File: src/hw/rtl/xcfr_pkg.sv
// ----------------------------------------------------------------------------
// xcfr_pkg
// Shared types, codes and reset values of the XOR-checked frame receiver.
// ----------------------------------------------------------------------------
package xcfr_pkg;

  // Framing bytes
  localparam logic [7:0] StartByte = 8'h02;
  localparam logic [7:0] EndByte   = 8'h03;

  // Configuration register indexes
  localparam int unsigned CfgIdxW = 3;
  localparam logic [CfgIdxW-1:0] RegExpCmd    = 3'd0;
  localparam logic [CfgIdxW-1:0] RegHuntLimit = 3'd1;
  localparam logic [CfgIdxW-1:0] RegHdrTo     = 3'd2;
  localparam logic [CfgIdxW-1:0] RegDataTo    = 3'd3;
  localparam logic [CfgIdxW-1:0] RegFootTo    = 3'd4;
  localparam logic [CfgIdxW-1:0] RegLenMsb    = 3'd5;
  localparam int unsigned CfgDataW = 16;

  // Configuration reset values
  localparam logic [7:0]  ExpCmdRst    = 8'd0;
  localparam logic [15:0] HuntLimitRst = 16'd2000;
  localparam logic [15:0] HdrToRst     = 16'd100;
  localparam logic [15:0] DataToRst    = 16'd500;
  localparam logic [15:0] FootToRst    = 16'd100;
  localparam logic        LenMsbRst    = 1'b1;

  // Input item kinds (func)
  localparam logic [1:0] FuncByte  = 2'd0;
  localparam logic [1:0] FuncTick  = 2'd1;
  localparam logic [1:0] FuncStart = 2'd2;

  // Result kinds (out_kind)
  localparam logic [1:0] KindNone    = 2'd0;
  localparam logic [1:0] KindPayload = 2'd1;
  localparam logic [1:0] KindDone    = 2'd2;

  // Frame status codes
  localparam logic [2:0] StOk      = 3'd0;
  localparam logic [2:0] StHdrTo   = 3'd1;
  localparam logic [2:0] StDataTo  = 3'd2;
  localparam logic [2:0] StFootTo  = 3'd3;
  localparam logic [2:0] StBad     = 3'd4;
  localparam logic [2:0] StNoStart = 3'd5;

  typedef enum logic [7:0] {
    PhIdle  = 8'b0000_0001,
    PhHunt  = 8'b0000_0010,
    PhCmd   = 8'b0000_0100,
    PhLen1  = 8'b0000_1000,
    PhLen2  = 8'b0001_0000,
    PhData  = 8'b0010_0000,
    PhCheck = 8'b0100_0000,
    PhEnd   = 8'b1000_0000
  } phase_e;

  typedef struct packed {
    logic [7:0]  exp_cmd;
    logic [15:0] hunt_limit;
    logic [15:0] hdr_to;
    logic [15:0] data_to;
    logic [15:0] foot_to;
    logic        len_msb;
  } cfg_t;

  typedef struct packed {
    logic [7:0]  command;
    logic [15:0] length;
    logic [2:0]  status;
    logic [7:0]  payload;
    logic [1:0]  kind;
  } result_t;

  localparam int unsigned OutDataW = 40;

endpackage

File: src/hw/rtl/xcfr_cfg_regs.sv
// ----------------------------------------------------------------------------
// xcfr_cfg_regs
// Configuration register bank, written through a plain write port.
// ----------------------------------------------------------------------------
module xcfr_cfg_regs (
  input  logic                          clk_i,
  input  logic                          rst_ni,
  input  logic                          we_i,
  input  logic [xcfr_pkg::CfgIdxW-1:0]  idx_i,
  input  logic [xcfr_pkg::CfgDataW-1:0] data_i,
  output xcfr_pkg::cfg_t                cfg_o
);
  import xcfr_pkg::*;

  cfg_t cfg_q, cfg_d;

  always_comb begin
    cfg_d = cfg_q;
    if (we_i) begin
      unique case (idx_i)
        RegExpCmd:    cfg_d.exp_cmd    = data_i[7:0];
        RegHuntLimit: cfg_d.hunt_limit = data_i;
        RegHdrTo:     cfg_d.hdr_to     = data_i;
        RegDataTo:    cfg_d.data_to    = data_i;
        RegFootTo:    cfg_d.foot_to    = data_i;
        RegLenMsb:    cfg_d.len_msb    = data_i[0];
        default:      ;  // unmapped index, write dropped
      endcase
    end
  end

  always_ff @(posedge clk_i or negedge rst_ni) begin
    if (!rst_ni) begin
      cfg_q.exp_cmd    <= ExpCmdRst;
      cfg_q.hunt_limit <= HuntLimitRst;
      cfg_q.hdr_to     <= HdrToRst;
      cfg_q.data_to    <= DataToRst;
      cfg_q.foot_to    <= FootToRst;
      cfg_q.len_msb    <= LenMsbRst;
    end else begin
      cfg_q <= cfg_d;
    end
  end

  assign cfg_o = cfg_q;

endmodule

File: src/hw/rtl/xcfr_core.sv
// ----------------------------------------------------------------------------
// xcfr_core
// Frame state machine: one input item per step, one result computed per step.
// ----------------------------------------------------------------------------
module xcfr_core (
  input  logic              clk_i,
  input  logic              rst_ni,
  input  logic              step_i,
  input  logic [1:0]        func_i,
  input  logic [7:0]        rx_byte_i,
  input  xcfr_pkg::cfg_t    cfg_i,
  output xcfr_pkg::result_t res_o
);
  import xcfr_pkg::*;

  phase_e      phase_q, phase_d;
  logic [15:0] budget_q, budget_d;
  logic [15:0] bytes_q, bytes_d;
  logic [7:0]  xor_q, xor_d;
  logic [7:0]  cmd_q, cmd_d;
  logic [15:0] len_q, len_d;
  logic [7:0]  chk_q, chk_d;

  logic        budget_out;
  logic [15:0] budget_dec;
  logic [15:0] bytes_dec;
  logic [15:0] len_full;
  logic        frame_ok;
  result_t     res;

  assign budget_out = (budget_q <= 16'd1);
  assign budget_dec = budget_q - 16'd1;
  assign bytes_dec  = bytes_q - 16'd1;
  assign len_full   = len_q | (cfg_i.len_msb ? {8'h00, rx_byte_i} : {rx_byte_i, 8'h00});
  assign frame_ok   = (chk_q == xor_q) && (rx_byte_i == EndByte) && (cmd_q == cfg_i.exp_cmd);

  always_comb begin
    phase_d  = phase_q;
    budget_d = budget_q;
    bytes_d  = bytes_q;
    xor_d    = xor_q;
    cmd_d    = cmd_q;
    len_d    = len_q;
    chk_d    = chk_q;
    res      = '0;

    if (step_i) begin
      unique case (func_i)
        FuncStart: begin
          phase_d  = PhHunt;
          budget_d = cfg_i.hunt_limit;
          bytes_d  = '0;
          xor_d    = '0;
          cmd_d    = '0;
          len_d    = '0;
          chk_d    = '0;
        end
        FuncTick: begin
          if (phase_q != PhIdle) begin
            if (!budget_out) begin
              budget_d = budget_dec;
            end else begin
              phase_d     = PhIdle;
              budget_d    = '0;
              bytes_d     = '0;
              res.kind    = KindDone;
              res.length  = len_q;
              res.command = cmd_q;
              unique case (phase_q)
                PhHunt:                 res.status = StNoStart;
                PhCmd, PhLen1, PhLen2:  res.status = StHdrTo;
                PhData:                 res.status = StDataTo;
                default:                res.status = StFootTo;
              endcase
            end
          end
        end
        FuncByte: begin
          unique case (phase_q)
            PhIdle: ;
            PhHunt: begin
              if (rx_byte_i == StartByte) begin
                phase_d  = PhCmd;
                budget_d = cfg_i.hdr_to;
              end else if (!budget_out) begin
                budget_d = budget_dec;
              end else begin
                phase_d     = PhIdle;
                budget_d    = '0;
                bytes_d     = '0;
                res.kind    = KindDone;
                res.status  = StNoStart;
                res.length  = len_q;
                res.command = cmd_q;
              end
            end
            PhCmd: begin
              cmd_d   = rx_byte_i;
              xor_d   = xor_q ^ rx_byte_i;
              phase_d = PhLen1;
            end
            PhLen1: begin
              len_d   = cfg_i.len_msb ? {rx_byte_i, 8'h00} : {8'h00, rx_byte_i};
              xor_d   = xor_q ^ rx_byte_i;
              phase_d = PhLen2;
            end
            PhLen2: begin
              len_d = len_full;
              xor_d = xor_q ^ rx_byte_i;
              if (len_full == 16'd0) begin
                phase_d  = PhCheck;
                budget_d = cfg_i.foot_to;
              end else begin
                phase_d  = PhData;
                bytes_d  = len_full;
                budget_d = cfg_i.data_to;
              end
            end
            PhData: begin
              xor_d   = xor_q ^ rx_byte_i;
              bytes_d = bytes_dec;
              if (bytes_dec == 16'd0) begin
                phase_d  = PhCheck;
                budget_d = cfg_i.foot_to;
              end
              res.kind    = KindPayload;
              res.payload = rx_byte_i;
              res.length  = len_q;
              res.command = cmd_q;
            end
            PhCheck: begin
              chk_d   = rx_byte_i;
              phase_d = PhEnd;
            end
            PhEnd: begin
              phase_d     = PhIdle;
              budget_d    = '0;
              bytes_d     = '0;
              res.kind    = KindDone;
              res.status  = frame_ok ? StOk : StBad;
              res.length  = len_q;
              res.command = cmd_q;
            end
            default: ;
          endcase
        end
        default: ;  // unused kind, ignored
      endcase
    end
  end

  always_ff @(posedge clk_i or negedge rst_ni) begin
    if (!rst_ni) begin
      phase_q  <= PhIdle;
      budget_q <= '0;
      bytes_q  <= '0;
      xor_q    <= '0;
      cmd_q    <= '0;
      len_q    <= '0;
      chk_q    <= '0;
    end else begin
      phase_q  <= phase_d;
      budget_q <= budget_d;
      bytes_q  <= bytes_d;
      xor_q    <= xor_d;
      cmd_q    <= cmd_d;
      len_q    <= len_d;
      chk_q    <= chk_d;
    end
  end

  assign res_o = res;

`ifndef ASSERT_OFF
  a_idle_clear: assert property (@(posedge clk_i) disable iff (!rst_ni)
    (phase_q == PhIdle) |-> (budget_q == 16'd0 && bytes_q == 16'd0))
    else $error("idle phase with live counters");

  a_data_count: assert property (@(posedge clk_i) disable iff (!rst_ni)
    (phase_q == PhData) |-> (bytes_q != 16'd0))
    else $error("payload phase with no bytes left");

  a_payload_src: assert property (@(posedge clk_i) disable iff (!rst_ni)
    (step_i && res.kind == KindPayload) |-> (phase_q == PhData))
    else $error("payload result outside payload phase");

  a_done_idle: assert property (@(posedge clk_i) disable iff (!rst_ni)
    (step_i && res.kind == KindDone) |=> (phase_q == PhIdle))
    else $error("verdict did not return to idle");
`endif

endmodule

File: src/hw/rtl/xcfr_out_reg.sv
// ----------------------------------------------------------------------------
// xcfr_out_reg
// Result register between the frame logic and the output stream.
// ----------------------------------------------------------------------------
module xcfr_out_reg (
  input  logic              clk_i,
  input  logic              rst_ni,
  input  logic              load_i,
  input  xcfr_pkg::result_t res_i,
  output logic              can_load_o,
  output logic              valid_o,
  input  logic              ready_i,
  output xcfr_pkg::result_t res_o
);
  import xcfr_pkg::*;

  logic    valid_q, valid_d;
  result_t res_q;

  assign can_load_o = !valid_q || ready_i;
  assign valid_d    = load_i || (valid_q && !ready_i);

  always_ff @(posedge clk_i or negedge rst_ni) begin
    if (!rst_ni) begin
      valid_q <= 1'b0;
    end else begin
      valid_q <= valid_d;
    end
  end

  always_ff @(posedge clk_i) begin
    if (load_i) begin
      res_q <= res_i;
    end
  end

  assign valid_o = valid_q;
  assign res_o   = res_q;

endmodule

File: src/hw/rtl/xor_checked_frame_receiver.sv
// ----------------------------------------------------------------------------
// xor_checked_frame_receiver
// Receiver for STX/ETX framed replies with an XOR checksum and phase timeouts.
// ----------------------------------------------------------------------------
// Every input transfer carries one item (tuser: 0 received byte, 1 millisecond
// tick, 2 start receive) and produces exactly one output transfer, in order.
// A start item begins a hunt for STX (0x02); then come the command byte, two
// length bytes (order set by length_msb_first), the payload, the checksum and
// the end byte. Payload bytes leave as kind 1 results as they arrive; the byte
// in the end position yields a kind 2 verdict: ok when the XOR of command,
// length and payload bytes matches the checksum, the end byte is ETX (0x03)
// and the command equals expected_command, otherwise bad frame. Each phase has
// its own tick budget (the hunt also spends on non-start bytes); running out
// ends the frame with a timeout status. A zero budget acts as one. Items of
// kind 0 results carry all-zero fields. Rate: one item per clock cycle; the
// result of an item is loaded into the result register at the edge of its
// input transfer and is offered on the output in the next cycle. The single
// result register accepts a new item in the same cycle its result is taken,
// so throughput drops only while the output side stalls.
// Configuration writes take effect on the next cycle and must occur while no
// frame is in flight.
// ----------------------------------------------------------------------------
module xor_checked_frame_receiver (
  input  logic                          clk_i,
  input  logic                          rst_ni,
  // Configuration write port
  input  logic                          cfg_we_i,
  input  logic [xcfr_pkg::CfgIdxW-1:0]  cfg_idx_i,
  input  logic [xcfr_pkg::CfgDataW-1:0] cfg_data_i,
  // Input stream
  input  logic                          s_axis_tvalid,
  output logic                          s_axis_tready,
  input  logic [7:0]                    s_axis_tdata,   // [7:0] rx_byte
  input  logic [1:0]                    s_axis_tuser,   // [1:0] func
  // Output stream
  output logic                          m_axis_tvalid,
  input  logic                          m_axis_tready,
  // [7:0] payload_byte, [10:8] status, [26:11] frame_length,
  // [34:27] frame_command, [39:35] zero
  output logic [xcfr_pkg::OutDataW-1:0] m_axis_tdata,
  output logic [1:0]                    m_axis_tuser    // [1:0] out_kind
);
  import xcfr_pkg::*;

  cfg_t    cfg;
  result_t core_res;
  result_t out_res;
  logic    can_load;
  logic    step;

  // An item is taken whenever the result register is free or draining.
  assign s_axis_tready = can_load;
  assign step          = s_axis_tvalid && can_load;

  xcfr_cfg_regs u_cfg (
    .clk_i  (clk_i),
    .rst_ni (rst_ni),
    .we_i   (cfg_we_i),
    .idx_i  (cfg_idx_i),
    .data_i (cfg_data_i),
    .cfg_o  (cfg)
  );

  // Frame state machine; result is combinational from the accepted item.
  xcfr_core u_core (
    .clk_i     (clk_i),
    .rst_ni    (rst_ni),
    .step_i    (step),
    .func_i    (s_axis_tuser),
    .rx_byte_i (s_axis_tdata),
    .cfg_i     (cfg),
    .res_o     (core_res)
  );

  // Result register decouples the output stream from the frame logic.
  xcfr_out_reg u_out (
    .clk_i      (clk_i),
    .rst_ni     (rst_ni),
    .load_i     (step),
    .res_i      (core_res),
    .can_load_o (can_load),
    .valid_o    (m_axis_tvalid),
    .ready_i    (m_axis_tready),
    .res_o      (out_res)
  );

  assign m_axis_tuser = out_res.kind;
  assign m_axis_tdata = {5'b0_0000, out_res.command, out_res.length,
                         out_res.status, out_res.payload};

endmodule
File: config.mk
export PLATFORM = sky130hd
export DESIGN_NAME = xor_checked_frame_receiver
export DESIGN_NICKNAME = d
export VERILOG_FILES = /design/src/hw/rtl/xcfr_pkg.sv /design/src/hw/rtl/xcfr_cfg_regs.sv /design/src/hw/rtl/xcfr_core.sv /design/src/hw/rtl/xcfr_out_reg.sv /design/src/hw/rtl/xor_checked_frame_receiver.sv
export SDC_FILE = /design/constraint.sdc
export NUM_CORES = 1
export LEC_CHECK = 0
export BUFFER_PORTS_ARGS = -buffer_cell sky130_fd_sc_hd__buf_4
export CAP_MARGIN = 30
export CORE_UTILIZATION = 65
export CTS_CLUSTER_DIAMETER = 100
export DETAILED_ROUTE_END_ITERATION = 8
export PLACE_DENSITY = 0.85
export SYNTH_ARGS = -nofsm -noshare
export SYNTH_HDL_FRONTEND = slang
export SYNTH_HIERARCHICAL = 1
export SYNTH_SLANG_ARGS = --single-unit
File: constraint.sdc
create_clock -name clk_i -period 5.45 [get_ports clk_i]
set_clock_uncertainty 0.05 [all_clocks]
set_input_delay 0.8175 -clock clk_i [delete_from_list [all_inputs] [get_ports clk_i]]
set_output_delay 0.8175 -clock clk_i [all_outputs]
set_load 0.005 [all_outputs]
==> qor.csv <==
metric,value,unit
run status,"complete, no violations",
Max Cap Viol,0,
Seq cells post-synth,191,
wire per inst,21.3,um
Setup-failing EPs final,0,
Pwr Total,4150,uW
Max H-tree Level,4,
first-pass GRT wire length,40900,um
reg-to-reg critical path startpoint,u_core/phase_q[1]$_DFFE_PN0P_,
post-DP HPWL,16800,um
GR Layer Usage met3,5.78,%
GR Util All Layers,33.4,%
Netlist cell types,93,
core area,0.0153,mm^2
vias in the first global route,7491,
Synth Area per Inst,10.8,um^2
IO buf count,72,
RSZ-0062 raised after global routing,false,
Psw,1240,uW
Area Growth Syn to Fin,12.6,%
ANT cells,0,
Yosys warnings,6,
WS Path Type,reg2reg,
Post-Syn Instances,940,
Detail Route Antenna Nets,0,
post-synth top area cell,dfrtp_1,
CTS root buffer,clkbuf_16,
setup TNS,0,ps
RD Place Congestion,0.955,
DIE WIDTH,127,um
setup ws final,1890,ps
startpoint types,flop,
IO Pins,78,
Crit. End Element,flop,
CTS Buf Count,17,
Vias,7978,
Static Leakage,0.00473,uW
post-synthesis compound-gate area fraction,15.2,%
area fraction of the dominant cell type after synthesis,33.0,%
DRT iter0 DRCs,934,
Starting Density,66.6,%
simple-gate portion of the synthesized area,16.5,%
switching share of power,29.7,%
ratio of cells with drive above 1 in the final layout,25.3,%
Slew @ Worst Pin,991,ps
Core Rows,45,
Post-Place Setup Slack,2020,ps
die area,0.0161,mm^2
clock slew seen by the registers of the worst setup and hold paths,70,ps
Clock Path Buffers,2,
initial antenna violation count,0,
"Seq/Total Area, Yosys",49.1,%
crit path to,u_core/budget_q[15]$_DFFE_PN0P_,
# resized after CTS,0,
Finished Layout Cells,1207,
met2 GRT Util,53.7,%
sequential share of power,46.9,%
ys async rst share,80.6,%
Max VDD drop,0.290,mV
period utilization,65.4,%
R2R setup slack,1890,ps
Max Slew Vio Count,0,
die height,127,um
combinational cell fraction of total power,21.1,%
DRC Markers,0,
commonest cells in the netlist,"dfrtp_1 (134), nand2_1 (71), mux2_2 (62)",
Post-CTS Setup Inserts,0,
crit path max fanout,19,
worst path arrival time,3870,ps
vias per std cell,6.61,
minimum clock period,3560,ps
fmax,281,MHz
TritonCTS Sinks,191,
CTS tree,done,
Synth Area in XOR/XNOR,2.84,%
largest family of logic cells by synthesized area,simple AND/OR/NAND/NOR gates,
RR Endpoint,u_core/budget_q[15]$_DFFE_PN0P_,
area of the mapped netlist,0.0102,mm^2
Slew headroom,33.9,%
Routed WL,25700,um
pwr dens,363,mW/mm^2
"count leader, synth",dfrtp_1,
GR Util met1,43.0,%
Layout Nets,1021,
mux contribution to synthesized area,11.9,%
worst skew pair latency,440,ps
GRT Max-Usage Layer,met2,
Synth Flop Type,dfrtp_1,
post-synthesis adder-cell area fraction,0.492,%
Post-synth EDFFs,37,
Final Hold Vio Count,0,
Worst Setup SP,u_core/phase_q[1]$_DFFE_PN0P_,
R2R depth,7,
worst path required time,5760,ps
length of the first detailed-routing pass in iterations,8,
FILL cells,978,
largest net degree at the start of global routing,106,
total internal power,2920,uW
worst hold path type,in2async,
top post-synthesis cells by area,"dfrtp_1 (33%), edfxtp_1 (11%), mux2_2 (6.9%)",
Clock power frac,32.0,%
"Hold-fix buffers, CTS",0,
cell total after placement,1174,
post-layout util,75.0,%
overflow left after global routing,0,
==> state kept, by name (all words and copies together), names as in the netlist <==
signal / flops
u_cfg/cfg_o: 73
u_core/budget_q: 16
u_core/bytes_q: 16
u_core/chk_q: 8
u_core/cmd_q: 8
u_core/len_q: 16
u_core/phase_q: 8
u_core/xor_q: 8
u_out/res_o: 37
u_out/valid_o: 1
==> power groups by stage <==
| stage | clock network (uW) | registers (uW) | logic [uW] |
|---|---|---|---|
| 6_report | 1330 | 1950 | 875 |
| 5_1_grt | 1410 | 1970 | 953 |
| 4_1_cts | 1350 | 1940 | 859 |
| 3_5_place_dp | 0 | 1960 | 841 |
| 3_3_place_gp | 0 | 1950 | 812 |
| 2_1_floorplan | 0 | 1880 | 649 |
==> cells by family (layout without fill, tap and decap cells) <==
family	Yosys count	after routing
AOI/OAI and AO/OA	232	232
xor gates and xnor gates	33	33
adders and majority gates	4	4
buffers and inverters	79	131
DFF	191	191
muxes	102	102
other	1	5
and+or+nand+nor	298	298
==> critical path, stage by stage, from the launching register on <==
cell,delay [ps]
dfrtp_1,490
nor4_4,480
nand3_1,700
a21oi_2,870
a221oi_1,240
o31ai_1,350
a31oi_1,130
o22ai_1,160
==> routing by layer <==
layer / share of wire [%] / wire [um]
met5: 0 / 0
met4: 5.5 / 1430
met3: 7.1 / 1820
met2: 48 / 12400
met1: 39 / 10000
==> final cells by class <==
cell class              instances  area [um^2]  area share (%)
flip-flops and latches        191         4990            43.6
multi-input cells             674         4810            42.0
inverters                      13         48.8           0.426
clock buffers                  18          429            3.75
clock inverters                14          203            1.77
repair buffers                 86          704            6.15
well taps                     211          264            2.31
==> metrics by stage <==
step / hold WS (ps) / area (um^2)
floorplan: 408 / 10200
global route: 76.2 / 11400
detailed placement: 425 / 10800
finish: 94.3 / 11400
global placement: 418 / 10700
CTS: 440 / 11400
==> cells in the final DEF, fill, tap and decap left out, types with 7 or more instances in the layout <==
cell,count
nor4_1,14
and2_1,45
mux2_2,62
dfrtp_1,134
xnor2_1,20
mux2_1,11
dfstp_2,20
a22oi_1,22
mux2_4,20
xor2_1,13
nor3_1,20
o31ai_1,8
o21ai_1,43
inv_1,12
nand3_1,17
and3_1,7
buf_4,81
mux2i_1,9
nand2_1,71
o21ai_0,31
a22o_1,7
clkbuf_16,17
edfxtp_1,37
nor2_1,58
a21oi_1,50
==> how the worst min path moves through the flow <==
stage	start	end
5_1_grt	rst_ni	u_out/valid_o$_DFF_PN0_
3_3_place_gp	u_cfg/cfg_o[11]$_DFFE_PN0P_	u_cfg/cfg_o[11]$_DFFE_PN0P_
2_1_floorplan	u_cfg/cfg_o[12]$_DFFE_PN0P_	u_cfg/cfg_o[12]$_DFFE_PN0P_
3_5_place_dp	u_cfg/cfg_o[14]$_DFFE_PN0P_	u_cfg/cfg_o[14]$_DFFE_PN0P_
4_1_cts	u_cfg/cfg_o[14]$_DFFE_PN0P_	u_cfg/cfg_o[14]$_DFFE_PN0P_
6_report	rst_ni	u_out/valid_o$_DFF_PN0_
Note: power is estimated with default switching activity, not from simulation.
